File: src/design/face_neighbour_morton_keys_assert.svh
// Assertion macros for the face neighbour key block.
`ifndef FACE_NEIGHBOUR_MORTON_KEYS_ASSERT_SVH
`define FACE_NEIGHBOUR_MORTON_KEYS_ASSERT_SVH
`ifndef SYNTHESIS
`define FNMK_ASSERT_IMP(lbl, clk, rst_n, ante, cons) \
  lbl: assert property (@(posedge clk) disable iff (!rst_n) (ante) |-> (cons)) \
    else $error("fnmk same-cycle check failed");
`define FNMK_ASSERT_NXT(lbl, clk, rst_n, ante, cons) \
  lbl: assert property (@(posedge clk) disable iff (!rst_n) (ante) |=> (cons)) \
    else $error("fnmk next-cycle check failed");
`else
`define FNMK_ASSERT_IMP(lbl, clk, rst_n, ante, cons)
`define FNMK_ASSERT_NXT(lbl, clk, rst_n, ante, cons)
`endif
`endif

File: src/design/fnmk_pkg.sv
`default_nettype none

package fnmk_pkg;

  localparam int unsigned ANCHOR_W  = 20;
  localparam int unsigned COORD_W   = 21;
  localparam int unsigned LEVEL_W   = 5;
  localparam int unsigned FACE_W    = 3;
  localparam int unsigned KEY_W     = 63;
  localparam int unsigned GAP_W     = 2;
  localparam int unsigned SHIFT_W   = 5;
  // In-block tangential index: supports gaps up to three.
  localparam int unsigned TW        = 3;
  localparam int unsigned DEEPEST_LVL = 20;

  localparam logic [LEVEL_W-1:0] MAX_DEPTH_RST = LEVEL_W'(20);

  localparam logic [FACE_W-1:0] FACE_NX = 3'd0;
  localparam logic [FACE_W-1:0] FACE_PX = 3'd1;
  localparam logic [FACE_W-1:0] FACE_NY = 3'd2;
  localparam logic [FACE_W-1:0] FACE_PY = 3'd3;
  localparam logic [FACE_W-1:0] FACE_NZ = 3'd4;
  localparam logic [FACE_W-1:0] FACE_PZ = 3'd5;

  localparam int unsigned Q_DEPTH = 2;
  localparam int unsigned Q_PTR_W = $clog2(Q_DEPTH);
  localparam int unsigned Q_CNT_W = $clog2(Q_DEPTH + 1);

  typedef enum logic [1:0] {
    JOB_KEYS,
    JOB_EMPTY,
    JOB_ERROR
  } job_kind_t;

  typedef enum logic [1:0] {
    AXIS_X,
    AXIS_Y,
    AXIS_Z
  } axis_t;

  // One classified request: the grid of keys is up to four aligned blocks,
  // block A at corners ua/va, block B one cell size further on.
  typedef struct packed {
    job_kind_t            kind;
    axis_t                axis;
    logic [COORD_W-1:0]   cn;
    logic [COORD_W-1:0]   ua;
    logic [COORD_W-1:0]   ub;
    logic [COORD_W-1:0]   va;
    logic [COORD_W-1:0]   vb;
    logic [SHIFT_W-1:0]   k;
    logic [GAP_W-1:0]     g;
    logic [TW-1:0]        off_u;
    logic [TW-1:0]        off_v;
    logic                 v_major;
    logic                 swap_u;
    logic                 swap_v;
    logic [3:0]           blk_mask;
  } job_t;

  // Block j in key order -> {sel_v, sel_u}, 0 selects block A.
  function automatic logic [1:0] blk_sel(input logic [1:0] j, input logic v_major,
                                         input logic swap_u, input logic swap_v);
    logic su;
    logic sv;
    su = (v_major ? j[0] : j[1]) ^ swap_u;
    sv = (v_major ? j[1] : j[0]) ^ swap_v;
    return {sv, su};
  endfunction

  function automatic logic [KEY_W-1:0] interleave3(input logic [COORD_W-1:0] x,
                                                   input logic [COORD_W-1:0] y,
                                                   input logic [COORD_W-1:0] z);
    logic [KEY_W-1:0] key;
    key = '0;
    for (int b = 0; b < COORD_W; b++) begin
      key[3*b]     = x[b];
      key[3*b + 1] = y[b];
      key[3*b + 2] = z[b];
    end
    return key;
  endfunction

endpackage

`default_nettype wire

File: src/design/fnmk_ifs.sv
`default_nettype none

interface fnmk_in_if import fnmk_pkg::*; ();
  logic                valid;
  logic                ready;
  logic [ANCHOR_W-1:0] anchor_x;
  logic [ANCHOR_W-1:0] anchor_y;
  logic [ANCHOR_W-1:0] anchor_z;
  logic [LEVEL_W-1:0]  cell_level;
  logic [FACE_W-1:0]   face;
  logic                on_boundary;
  logic                not_balanced;

  modport source(output valid, anchor_x, anchor_y, anchor_z, cell_level, face,
                 on_boundary, not_balanced, input ready);
  modport sink(input valid, anchor_x, anchor_y, anchor_z, cell_level, face,
               on_boundary, not_balanced, output ready);
endinterface

interface fnmk_out_if import fnmk_pkg::*; ();
  logic             valid;
  logic             ready;
  logic [KEY_W-1:0] morton_key;
  logic             last;
  logic             empty_res;
  logic             gap_error;

  modport source(output valid, morton_key, last, empty_res, gap_error, input ready);
  modport sink(input valid, morton_key, last, empty_res, gap_error, output ready);
endinterface

`default_nettype wire

File: src/design/face_neighbour_morton_keys.sv
// Face neighbour key generator.
// Requests enter on in_if (valid/ready); each names an octant anchor, level,
// face, boundary flag and mode. Results leave on out_if, up to one key per
// cycle while out_if is not stalled; last marks the final result of a request.
// The single register max_depth is written through cfg_valid/cfg_max_depth
// and is always ready. With the enumerator idle, the first result reaches
// out_if through the hold register, job queue, enumerator and output register;
// an unbalanced scan may open on empty positions first.
// The enumerator emits at most one key a cycle, none while out_if stalls:
// balanced requests give four keys (one at the deepest level); boundary,
// empty and error requests give one flagged result; unbalanced requests give
// 4^g keys, scanning up to four 2^g x 2^g blocks of candidates.
// The front classifies the next request while the back still emits keys;
// a two-entry job queue sits between them.
// Reset (rst_n low, synchronous) empties the pipeline and sets max_depth
// to 20. When out_if.ready is low the output register holds its result,
// the enumerator stalls, and in_if.ready drops once the queue fills.
`default_nettype none

module face_neighbour_morton_keys import fnmk_pkg::*; #(
  parameter int unsigned MAX_GAP = 3
) (
  input  logic               clk,
  input  logic               rst_n,
  fnmk_in_if.sink            in_if,
  fnmk_out_if.source         out_if,
  input  logic               cfg_valid,
  output logic               cfg_ready,
  input  logic [LEVEL_W-1:0] cfg_max_depth
);

  // front -> queue
  logic push;
  job_t push_job;
  logic push_ready;
  // queue -> back
  logic q_valid;
  job_t q_job;
  logic q_pop;

  // Classify requests and hold max_depth.
  fnmk_front #(
    .MAX_GAP(MAX_GAP)
  ) u_front (
    .clk          (clk),
    .rst_n        (rst_n),
    .in_if        (in_if),
    .cfg_valid    (cfg_valid),
    .cfg_ready    (cfg_ready),
    .cfg_max_depth(cfg_max_depth),
    .push         (push),
    .push_job     (push_job),
    .q_ready      (push_ready)
  );

  // Decouple classification from key emission.
  fnmk_queue u_queue (
    .clk       (clk),
    .rst_n     (rst_n),
    .push      (push),
    .push_job  (push_job),
    .push_ready(push_ready),
    .pop_valid (q_valid),
    .pop_job   (q_job),
    .pop       (q_pop)
  );

  // Enumerate keys in ascending order and drive the result channel.
  fnmk_back #(
    .MAX_GAP(MAX_GAP)
  ) u_back (
    .clk    (clk),
    .rst_n  (rst_n),
    .q_valid(q_valid),
    .q_job  (q_job),
    .q_pop  (q_pop),
    .out_if (out_if)
  );

endmodule

`default_nettype wire

File: src/design/fnmk_front.sv
`default_nettype none

module fnmk_front import fnmk_pkg::*; #(
  parameter int unsigned MAX_GAP = 3
) (
  input  logic               clk,
  input  logic               rst_n,
  fnmk_in_if.sink            in_if,
  input  logic               cfg_valid,
  output logic               cfg_ready,
  input  logic [LEVEL_W-1:0] cfg_max_depth,
  output logic               push,
  output job_t               push_job,
  input  logic               q_ready
);

  logic [LEVEL_W-1:0]  md_r;
  logic                h_vld_r;
  logic                h_vld_nxt;
  logic [ANCHOR_W-1:0] h_ax_r;
  logic [ANCHOR_W-1:0] h_ay_r;
  logic [ANCHOR_W-1:0] h_az_r;
  logic [LEVEL_W-1:0]  h_lvl_r;
  logic [FACE_W-1:0]   h_face_r;
  logic                h_bnd_r;
  logic                h_nb_r;

  logic                accept;
  logic [LEVEL_W-1:0]  lvl_s;
  logic [LEVEL_W-1:0]  md_s;
  logic [LEVEL_W-1:0]  se;
  logic [LEVEL_W-1:0]  gap5;
  logic [COORD_W:0]    size22;
  logic [COORD_W:0]    dh22;
  logic [COORD_W-1:0]  size_c;
  logic [COORD_W-1:0]  dh;
  logic [COORD_W-1:0]  smask;
  logic [COORD_W-1:0]  dmask;
  logic [TW-1:0]       gmask;
  logic [COORD_W-1:0]  c_n;
  logic [COORD_W-1:0]  c_u;
  logic [COORD_W-1:0]  c_v;
  logic [1:0]          sel;
  job_t                job;

  assign cfg_ready   = 1'b1;
  assign accept      = in_if.valid && in_if.ready;
  assign in_if.ready = !h_vld_r || q_ready;
  assign push        = h_vld_r;
  assign push_job    = job;

  always_comb begin
    h_vld_nxt = h_vld_r;
    if (accept) begin
      h_vld_nxt = 1'b1;
    end else if (q_ready) begin
      h_vld_nxt = 1'b0;
    end
  end

  always_ff @(posedge clk) begin
    if (!rst_n) begin
      md_r    <= MAX_DEPTH_RST;
      h_vld_r <= 1'b0;
    end else begin
      h_vld_r <= h_vld_nxt;
      if (cfg_valid) begin
        md_r <= cfg_max_depth;
      end
    end
  end

  always_ff @(posedge clk) begin
    if (accept) begin
      h_ax_r   <= in_if.anchor_x;
      h_ay_r   <= in_if.anchor_y;
      h_az_r   <= in_if.anchor_z;
      h_lvl_r  <= in_if.cell_level;
      h_face_r <= in_if.face;
      h_bnd_r  <= in_if.on_boundary;
      h_nb_r   <= in_if.not_balanced;
    end
  end

  // Classify the held request and build the enumeration job.
  always_comb begin
    lvl_s = (h_lvl_r > LEVEL_W'(DEEPEST_LVL)) ? LEVEL_W'(DEEPEST_LVL) : h_lvl_r;
    md_s  = (md_r > LEVEL_W'(DEEPEST_LVL)) ? LEVEL_W'(DEEPEST_LVL) : md_r;
    se    = LEVEL_W'(DEEPEST_LVL) - lvl_s;
    gap5  = md_s - lvl_s;

    job          = '0;
    job.kind     = JOB_KEYS;
    job.blk_mask = 4'b0001;

    case (h_face_r)
      FACE_NX, FACE_PX: job.axis = AXIS_X;
      FACE_NY, FACE_PY: job.axis = AXIS_Y;
      default:          job.axis = AXIS_Z;
    endcase

    if (h_bnd_r || (h_face_r > FACE_PZ)) begin
      job.kind = JOB_EMPTY;
    end else if (!h_nb_r) begin
      if (lvl_s < LEVEL_W'(DEEPEST_LVL)) begin
        job.k = SHIFT_W'(se - LEVEL_W'(1));
        job.g = GAP_W'(1);
      end else begin
        job.k = SHIFT_W'(se);
        job.g = '0;
      end
    end else if (md_s < lvl_s) begin
      job.kind = JOB_EMPTY;
    end else if (gap5 > LEVEL_W'(MAX_GAP)) begin
      job.kind = JOB_ERROR;
    end else begin
      job.k = SHIFT_W'(LEVEL_W'(DEEPEST_LVL) - md_s);
      job.g = gap5[GAP_W-1:0];
    end

    size22 = (COORD_W+1)'(1) << se;
    dh22   = (COORD_W+1)'(1) << job.k;
    size_c = size22[COORD_W-1:0];
    dh     = dh22[COORD_W-1:0];
    smask  = COORD_W'(size22 - (COORD_W+1)'(1));
    dmask  = COORD_W'(dh22 - (COORD_W+1)'(1));
    gmask  = TW'((4'd1 << job.g) - 4'd1);

    case (job.axis)
      AXIS_X: begin
        c_n = COORD_W'(h_ax_r);
        c_u = COORD_W'(h_ay_r);
        c_v = COORD_W'(h_az_r);
      end
      AXIS_Y: begin
        c_n = COORD_W'(h_ay_r);
        c_u = COORD_W'(h_ax_r);
        c_v = COORD_W'(h_az_r);
      end
      default: begin
        c_n = COORD_W'(h_az_r);
        c_u = COORD_W'(h_ax_r);
        c_v = COORD_W'(h_ay_r);
      end
    endcase

    // Odd faces look toward +axis: step a full cell; even faces step back dh.
    job.cn = h_face_r[0] ? (c_n + size_c) : (c_n - dh);

    if (!h_nb_r) begin
      // Half-size cells come out in fixed order from the anchor itself.
      job.ua = c_u;
      job.va = c_v;
    end else begin
      // Align to the cell grid but keep the bits below the fine cell size.
      job.ua = (c_u & ~smask) | (c_u & dmask);
      job.va = (c_v & ~smask) | (c_v & dmask);
      if (!size22[COORD_W]) begin
        job.off_u = TW'(c_u >> job.k) & gmask;
        job.off_v = TW'(c_v >> job.k) & gmask;
      end
    end
    job.ub = job.ua + size_c;
    job.vb = job.va + size_c;

    // Block B lies below block A when the step wraps around the domain.
    job.swap_u  = (job.off_u != '0) && (job.ub < job.ua);
    job.swap_v  = (job.off_v != '0) && (job.vb < job.va);
    job.v_major = (job.ua ^ job.ub) <= (job.va ^ job.vb);

    if (job.kind == JOB_KEYS) begin
      for (int j = 0; j < 4; j++) begin
        sel = blk_sel(2'(j), job.v_major, job.swap_u, job.swap_v);
        job.blk_mask[j] = (!sel[0] || (job.off_u != '0)) &&
                          (!sel[1] || (job.off_v != '0));
      end
    end else begin
      sel = '0;
    end
  end

endmodule

`default_nettype wire

File: src/design/fnmk_queue.sv
`default_nettype none

module fnmk_queue import fnmk_pkg::*; (
  input  logic clk,
  input  logic rst_n,
  input  logic push,
  input  job_t push_job,
  output logic push_ready,
  output logic pop_valid,
  output job_t pop_job,
  input  logic pop
);

  job_t               mem_r [Q_DEPTH];
  logic [Q_PTR_W-1:0] wr_ptr_r;
  logic [Q_PTR_W-1:0] rd_ptr_r;
  logic [Q_CNT_W-1:0] cnt_r;
  logic               do_push;
  logic               do_pop;

  assign push_ready = cnt_r != Q_CNT_W'(Q_DEPTH);
  assign pop_valid  = cnt_r != '0;
  assign pop_job    = mem_r[rd_ptr_r];
  assign do_push    = push && push_ready;
  assign do_pop     = pop && pop_valid;

  always_ff @(posedge clk) begin
    if (!rst_n) begin
      wr_ptr_r <= '0;
      rd_ptr_r <= '0;
      cnt_r    <= '0;
    end else begin
      if (do_push) begin
        wr_ptr_r <= wr_ptr_r + Q_PTR_W'(1);
      end
      if (do_pop) begin
        rd_ptr_r <= rd_ptr_r + Q_PTR_W'(1);
      end
      if (do_push && !do_pop) begin
        cnt_r <= cnt_r + Q_CNT_W'(1);
      end else if (do_pop && !do_push) begin
        cnt_r <= cnt_r - Q_CNT_W'(1);
      end
    end
  end

  always_ff @(posedge clk) begin
    if (do_push) begin
      mem_r[wr_ptr_r] <= push_job;
    end
  end

endmodule

`default_nettype wire

File: src/design/fnmk_back.sv
`default_nettype none
`include "face_neighbour_morton_keys_assert.svh"

module fnmk_back import fnmk_pkg::*; #(
  parameter int unsigned MAX_GAP = 3
) (
  input  logic       clk,
  input  logic       rst_n,
  input  logic       q_valid,
  input  job_t       q_job,
  output logic       q_pop,
  fnmk_out_if.source out_if
);

  // Scan counter covers a full 2^g by 2^g block; balanced mode needs g = 1.
  localparam int unsigned DW = (2 * MAX_GAP < 2) ? 2 : 2 * MAX_GAP;

  job_t             job_r;
  logic             busy_r;
  logic             busy_nxt;
  logic [1:0]       j_r;
  logic [1:0]       j_nxt;
  logic [DW-1:0]    d_r;
  logic [DW-1:0]    d_nxt;
  logic [DW-1:0]    cnt_r;
  logic [DW-1:0]    cnt_nxt;
  logic             ov_r;
  logic             ov_nxt;
  logic [KEY_W-1:0] key_r;
  logic [KEY_W-1:0] key_nxt;
  logic             last_r;
  logic             last_nxt;
  logic             emp_r;
  logic             emp_nxt;
  logic             err_r;
  logic             err_nxt;

  logic [2*TW-1:0]    d_ext;
  logic [TW-1:0]      tu;
  logic [TW-1:0]      tv;
  logic [1:0]         sel;
  logic               mem_u;
  logic               mem_v;
  logic [COORD_W-1:0] cu;
  logic [COORD_W-1:0] cv;
  logic [COORD_W-1:0] cx;
  logic [COORD_W-1:0] cy;
  logic [COORD_W-1:0] cz;
  logic [DW-1:0]      dmax;
  logic [1:0]         nb;
  logic               slot_free;
  logic               finish;

  assign out_if.valid      = ov_r;
  assign out_if.morton_key = key_r;
  assign out_if.last       = last_r;
  assign out_if.empty_res  = emp_r;
  assign out_if.gap_error  = err_r;

  assign slot_free = !ov_r || out_if.ready;

  // Candidate cell for the current scan position.
  always_comb begin
    d_ext = (2*TW)'(d_r);
    for (int i = 0; i < TW; i++) begin
      tu[i] = d_ext[2*i];
      tv[i] = d_ext[2*i + 1];
    end
    sel   = blk_sel(j_r, job_r.v_major, job_r.swap_u, job_r.swap_v);
    mem_u = sel[0] ? (tu < job_r.off_u) : (tu >= job_r.off_u);
    mem_v = sel[1] ? (tv < job_r.off_v) : (tv >= job_r.off_v);
    cu    = (sel[0] ? job_r.ub : job_r.ua) + (COORD_W'(tu) << job_r.k);
    cv    = (sel[1] ? job_r.vb : job_r.va) + (COORD_W'(tv) << job_r.k);
    case (job_r.axis)
      AXIS_X: begin
        cx = job_r.cn;
        cy = cu;
        cz = cv;
      end
      AXIS_Y: begin
        cx = cu;
        cy = job_r.cn;
        cz = cv;
      end
      default: begin
        cx = cu;
        cy = cv;
        cz = job_r.cn;
      end
    endcase
    dmax = DW'((7'd1 << {job_r.g, 1'b0}) - 7'd1);
    nb   = j_r;
    for (int i = 3; i >= 1; i--) begin
      if ((2'(i) > j_r) && job_r.blk_mask[i]) begin
        nb = 2'(i);
      end
    end
  end

  always_comb begin
    busy_nxt = busy_r;
    j_nxt    = j_r;
    d_nxt    = d_r;
    cnt_nxt  = cnt_r;
    ov_nxt   = ov_r;
    key_nxt  = key_r;
    last_nxt = last_r;
    emp_nxt  = emp_r;
    err_nxt  = err_r;
    finish   = 1'b0;

    if (slot_free) begin
      ov_nxt = 1'b0;
    end

    if (busy_r && slot_free) begin
      if (job_r.kind != JOB_KEYS) begin
        // Single flagged result, key zero.
        ov_nxt   = 1'b1;
        key_nxt  = '0;
        last_nxt = 1'b1;
        emp_nxt  = job_r.kind == JOB_EMPTY;
        err_nxt  = job_r.kind == JOB_ERROR;
        finish   = 1'b1;
      end else begin
        if (mem_u && mem_v) begin
          ov_nxt   = 1'b1;
          key_nxt  = interleave3(cx, cy, cz);
          last_nxt = cnt_r == dmax;
          emp_nxt  = 1'b0;
          err_nxt  = 1'b0;
          cnt_nxt  = cnt_r + DW'(1);
          finish   = cnt_r == dmax;
        end
        // Advance the scan, hopping to the next live block at block end.
        if (d_r == dmax) begin
          d_nxt = '0;
          j_nxt = nb;
        end else begin
          d_nxt = d_r + DW'(1);
        end
      end
    end

    if (finish) begin
      busy_nxt = 1'b0;
    end

    q_pop = q_valid && (!busy_r || finish);
    if (q_pop) begin
      busy_nxt = 1'b1;
      j_nxt    = '0;
      d_nxt    = '0;
      cnt_nxt  = '0;
    end
  end

  always_ff @(posedge clk) begin
    if (!rst_n) begin
      busy_r <= 1'b0;
      ov_r   <= 1'b0;
    end else begin
      busy_r <= busy_nxt;
      ov_r   <= ov_nxt;
    end
  end

  always_ff @(posedge clk) begin
    j_r    <= j_nxt;
    d_r    <= d_nxt;
    cnt_r  <= cnt_nxt;
    key_r  <= key_nxt;
    last_r <= last_nxt;
    emp_r  <= emp_nxt;
    err_r  <= err_nxt;
    if (q_pop) begin
      job_r <= q_job;
    end
  end

  `FNMK_ASSERT_IMP(a_flag_single, clk, rst_n, ov_r && (emp_r || err_r), last_r && (key_r == '0))
  `FNMK_ASSERT_IMP(a_cnt_range, clk, rst_n, busy_r && (job_r.kind == JOB_KEYS), cnt_r <= dmax)
  `FNMK_ASSERT_IMP(a_blk_live, clk, rst_n, busy_r && (job_r.kind == JOB_KEYS), job_r.blk_mask[j_r])
  `FNMK_ASSERT_NXT(a_finish_idle, clk, rst_n, finish && !q_valid, !busy_r)

endmodule

`default_nettype wire
File: src/flat_wrapper.sv
// flat-port wrapper written by rule: the top's interface ports become plain ports
module face_neighbour_morton_keys_flat import fnmk_pkg::*;
#(
  parameter int unsigned MAX_GAP = 3
)
  (clk, rst_n, cfg_valid, cfg_ready, cfg_max_depth, in_if_valid, in_if_anchor_x, in_if_anchor_y, in_if_anchor_z, in_if_cell_level, in_if_face, in_if_on_boundary, in_if_not_balanced, in_if_ready, out_if_valid, out_if_morton_key, out_if_last, out_if_empty_res, out_if_gap_error, out_if_ready);
  fnmk_in_if in_if_i ();
  fnmk_out_if out_if_i ();
  input  logic clk;
  input  logic rst_n;
  input  logic cfg_valid;
  output logic cfg_ready;
  input  logic [LEVEL_W-1:0] cfg_max_depth;
  input wire logic [$bits(in_if_i.valid)-1:0] in_if_valid;
  input wire logic [$bits(in_if_i.anchor_x)-1:0] in_if_anchor_x;
  input wire logic [$bits(in_if_i.anchor_y)-1:0] in_if_anchor_y;
  input wire logic [$bits(in_if_i.anchor_z)-1:0] in_if_anchor_z;
  input wire logic [$bits(in_if_i.cell_level)-1:0] in_if_cell_level;
  input wire logic [$bits(in_if_i.face)-1:0] in_if_face;
  input wire logic [$bits(in_if_i.on_boundary)-1:0] in_if_on_boundary;
  input wire logic [$bits(in_if_i.not_balanced)-1:0] in_if_not_balanced;
  output wire logic [$bits(in_if_i.ready)-1:0] in_if_ready;
  output wire logic [$bits(out_if_i.valid)-1:0] out_if_valid;
  output wire logic [$bits(out_if_i.morton_key)-1:0] out_if_morton_key;
  output wire logic [$bits(out_if_i.last)-1:0] out_if_last;
  output wire logic [$bits(out_if_i.empty_res)-1:0] out_if_empty_res;
  output wire logic [$bits(out_if_i.gap_error)-1:0] out_if_gap_error;
  input wire logic [$bits(out_if_i.ready)-1:0] out_if_ready;
  assign in_if_i.valid = in_if_valid;
  assign in_if_i.anchor_x = in_if_anchor_x;
  assign in_if_i.anchor_y = in_if_anchor_y;
  assign in_if_i.anchor_z = in_if_anchor_z;
  assign in_if_i.cell_level = in_if_cell_level;
  assign in_if_i.face = in_if_face;
  assign in_if_i.on_boundary = in_if_on_boundary;
  assign in_if_i.not_balanced = in_if_not_balanced;
  assign in_if_ready = in_if_i.ready;
  assign out_if_valid = out_if_i.valid;
  assign out_if_morton_key = out_if_i.morton_key;
  assign out_if_last = out_if_i.last;
  assign out_if_empty_res = out_if_i.empty_res;
  assign out_if_gap_error = out_if_i.gap_error;
  assign out_if_i.ready = out_if_ready;
  face_neighbour_morton_keys #(.MAX_GAP(MAX_GAP)) u_core (.clk(clk), .rst_n(rst_n), .in_if(in_if_i), .out_if(out_if_i), .cfg_valid(cfg_valid), .cfg_ready(cfg_ready), .cfg_max_depth(cfg_max_depth));
endmodule
File: config.mk
export PLATFORM = sky130hd
export DESIGN_NAME = face_neighbour_morton_keys_flat
export DESIGN_NICKNAME = d
export VERILOG_FILES = /design/src/design/fnmk_pkg.sv /design/src/design/fnmk_ifs.sv /design/src/design/face_neighbour_morton_keys.sv /design/src/design/fnmk_front.sv /design/src/design/fnmk_queue.sv /design/src/design/fnmk_back.sv /design/src/flat_wrapper.sv
export VERILOG_INCLUDE_DIRS = /design/src /design/src/design
export SDC_FILE = /design/constraint.sdc
export NUM_CORES = 1
export LEC_CHECK = 0
export ABC_AREA = 1
export BUFFER_PORTS_ARGS = -buffer_cell sky130_fd_sc_hd__buf_2
export CAP_MARGIN = 20
export CORE_MARGIN = 5
export CORE_UTILIZATION = 32
export DETAILED_ROUTE_END_ITERATION = 8
export MAX_ROUTING_LAYER = met4
export PLACE_DENSITY = 0.53
export SYNTH_ARGS = -nofsm -noshare
export SYNTH_HDL_FRONTEND = slang
export SYNTH_SLANG_ARGS = --single-unit
File: constraint.sdc
create_clock -name clk -period 8.85 [get_ports clk]
set_input_delay 0.885 -clock clk [delete_from_list [all_inputs] [get_ports clk]]
set_output_delay 0.885 -clock clk [all_outputs]
set_load 0.02 [all_outputs]
==> qor.yml <==
status: "completed"
synth_compound_area_frac: 0.0997
synthesis.nets: 3689
layout.nets: 3821
syn_inst: 3421
slowest_stage: "fa_1"
yosys_warnings: 0
grt_max_degree: 141
fp.dieW_um: 320
ys.flop_type: "edfxtp_1"
critPathMaxFanout: 11
core-area_mm2: 0.0953
worstSetupPathType: "reg -> reg"
synthMuxAreaShare: 0.000325
layout-drive-gt1-share: 0.102
numClockSinks: 540
synth_top_family_by_area: "simple AND/OR/NAND/NOR gates"
period_share: 0.915
synth_area_per_cell_um2: 9.01
cts_tree: "yes"
pwr_density_cell_mw_per_mm2: 327
final_common_cell: "nand2_1"
totalWireLength_mm: 97.4
cts_root_buffer: "clkbuf_16"
rsz0062_at_grt: "no"
clk_pin_slew_worst_paths_ns: 0.06
worstPathArrival_ns: 8.56
maxCapViolCount: 0
path_common_cell: "nand2_1"
finalHoldViolations: 0
place_congestion: 0.982
overflow: 0
cts_buffer_depth: 3
fmax_ghz: 0.124
synth-seq-area-share: 0.518
port_buffers: 147
drtIter0Drc: 2222
antenna_found_initial: 2
vias: 23800
synth-edff-count: 514
die_y_um: 320
synth_xor_area_frac: 0.0324
grtUsageMet3: 0.0264
ir_worst_vdd_mv: 0.265
finalSetupTns_ns: 0
row_count: 113
cts_buffers: 56
busiest_layer: "met2"
synth_fa_ha_area_frac: 0.0778
routed_via_density: 4.88
place_hpwl_mm: 74.5
synth-seq-cells: 540
htree_levels: 2
place_area_mm2: 0.0330
cp-end-kind: "flop"
dieArea_mm2: 0.103
grt_use_met2: 0.291
grt_pass1_wl_mm: 144
final_max_slew_viol_count: 0
grt_util_all_layers: 0.190
grt_use_met1: 0.267
syn-cell-area_mm2: 0.0308
period_needed_ns: 8.10
dr.pass1.iters: 6
final_cell_mix: "nand2_1, edfxtp_1, inv_1"
crit_path_start_kind: "flop"
slew_headroom: 0.201
ios: 149
clock_skew_ns: 0.0245
grt_pass1_vias: 22200
initial_core_util: 0.323
setup_viol: 0
required_ns: 9.31
holdCritPathClass: "in -> reg"
synth_simple_gate_area_share: 0.205
clock_latency_ns: 0.64
area_growth_pct: 13.5
postRouteAntennaNets: 0
p_leak_nw: 15.5
wl_per_cell_um: 20.0
finalInstanceArea_mm2: 0.0350
tightest_slew_ns: 1.19
synth_async_sr_flop_share: 0
drc: 0
ys_types: 64
max_stage_delay_ns: 0.49
-- kinds of logic (layout without fill, tap and decap cells) --
| kind of cell | after synthesis | in the layout |
|---|---|---|
| flops | 540 | 540 |
| xor+xnor | 114 | 114 |
| simple gates | 1512 | 1512 |
| buf+inv | 528 | 706 |
| mux | 1 | 1 |
| compound gates | 537 | 537 |
| fa+ha+maj | 188 | 188 |
| other cells | 1 | 6 |
-- worst paths after layout --
kind	from	slack, ns	to	cells after the start
max	u_core.u_front.h_lvl_r[2]$_DFFE_PP_	0.75	u_core.u_queue.mem_r[0][1]$_DFFE_PP_	47
min	in_if_anchor_y[5]	0.41	u_core.u_front.h_ay_r[5]$_DFFE_PP_	1
max reg2reg	u_core.u_front.h_lvl_r[2]$_DFFE_PP_	0.75	u_core.u_queue.mem_r[0][1]$_DFFE_PP_	47
min reg2reg	u_core.u_back.j_r[0]$_SDFFE_PP0P_	0.48	u_core.u_back.j_r[0]$_SDFFE_PP0P_	2
-- repair_timing --
| action | in CTS | in global routing |
|---|---|---|
| resized for setup | 0 | 11 |
| endpoints found under the setup margin | 0 | 6 |
| setup buffers | 0 | 1 |
| hold buffers | 0 | 0 |
-- layout make-up --
cell class,count,area (µm²)
timing repair buffer,179,1030
multi-input combinational,2353,12900
antenna,5,12.5
clock inverter,31,422
inverter,423,1600
sequential,540,16000
fill,9741,60300
clock buffer,73,1510
tap,1265,1580
-- sequential cells by signal (all words and copies together), names as in the netlist, 2 cells and up --
signal	flops
u_core.u_queue.mem_r	252
u_core.u_front.md_r	5
u_core.u_front.h_ay_r	20
u_core.u_front.h_lvl_r	5
u_core.u_front.h_face_r	3
u_core.u_front.h_az_r	20
u_core.u_back.job_r	126
u_core.u_front.h_ax_r	20
u_core.u_queue.cnt_r	2
u_core.u_back.cnt_r	6
u_core.u_back.out_if.morton_key	63
u_core.u_back.d_ext	6
u_core.u_back.j_r	2
-- where the power goes --
group,leakage (nW),switching [W],internal (W),total [W]
Clock,0.918,0.00105,0.00144,0.00250
Sequential,5.06,0.000266,0.00379,0.00406
Combinational,9.51,0.00351,0.00136,0.00487
Total,15.5,0.00483,0.00659,0.0114
-- routing by layer --
| layer | share of wire | wire length (µm) |
|---|---|---|
| met3 | 0.061 | 5990 |
| met2 | 0.45 | 43400 |
| met1 | 0.47 | 45300 |
| met5 | 0 | 0 |
| met4 | 0.027 | 2640 |
-- cell usage after synthesis (10+ instances only) --
cell | instances | area share
nand2_1 | 1023 | 0.12
edfxtp_1 | 514 | 0.50
inv_1 | 404 | 0.049
nor2_1 | 219 | 0.027
a21oi_1 | 203 | 0.033
ha_1 | 182 | 0.074
o21ai_0 | 182 | 0.030
nand3_1 | 120 | 0.019
xor2_1 | 81 | 0.023
clkbuf_1 | 79 | 0.0096
nor3_1 | 43 | 0.0070
xnor2_1 | 33 | 0.0094
o211ai_1 | 29 | 0.0071
dfxtp_1 | 26 | 0.017
nand4_1 | 24 | 0.0049
a221oi_1 | 19 | 0.0054
nand2_2 | 18 | 0.0037
o22ai_1 | 17 | 0.0035
o21ai_1 | 16 | 0.0026
inv_2 | 14 | 0.0017
nand2_4 | 11 | 0.0040
buf_1 | 10 | 0.0012
-- critical path: cells and delay by family, from the launching register on --
| family | cells | cell delay [ns] |
|---|---|---|
| DFF | 1 | 0.47 |
| AOI/OAI and AO/OA | 10 | 2.11 |
| xor gates and xnor gates | 1 | 0.28 |
| and+or+nand+nor | 22 | 2.40 |
| buffers and inverters | 8 | 0.69 |
| adders and majority gates | 6 | 1.96 |
-- stage by stage --
stage | worst slack (ns) | util | hold slack, ns | total power (W) | std cells
global route | 0.00954 | 0.367 | 0.384 | 0.0122 | 4866
global placement | 0.707 | 0.346 | 0.467 | 0.00895 | 4757
detailed placement | 0.521 | 0.346 | 0.472 | 0.00898 | 4758
finish | 0.754 | 0.367 | 0.414 | 0.0114 | 4869
floorplan | 1.74 | - | 0.451 | 0.00720 | 3421
CTS | 0.438 | 0.366 | 0.365 | 0.0115 | 4862
Power figures use the tool's default switching activity.
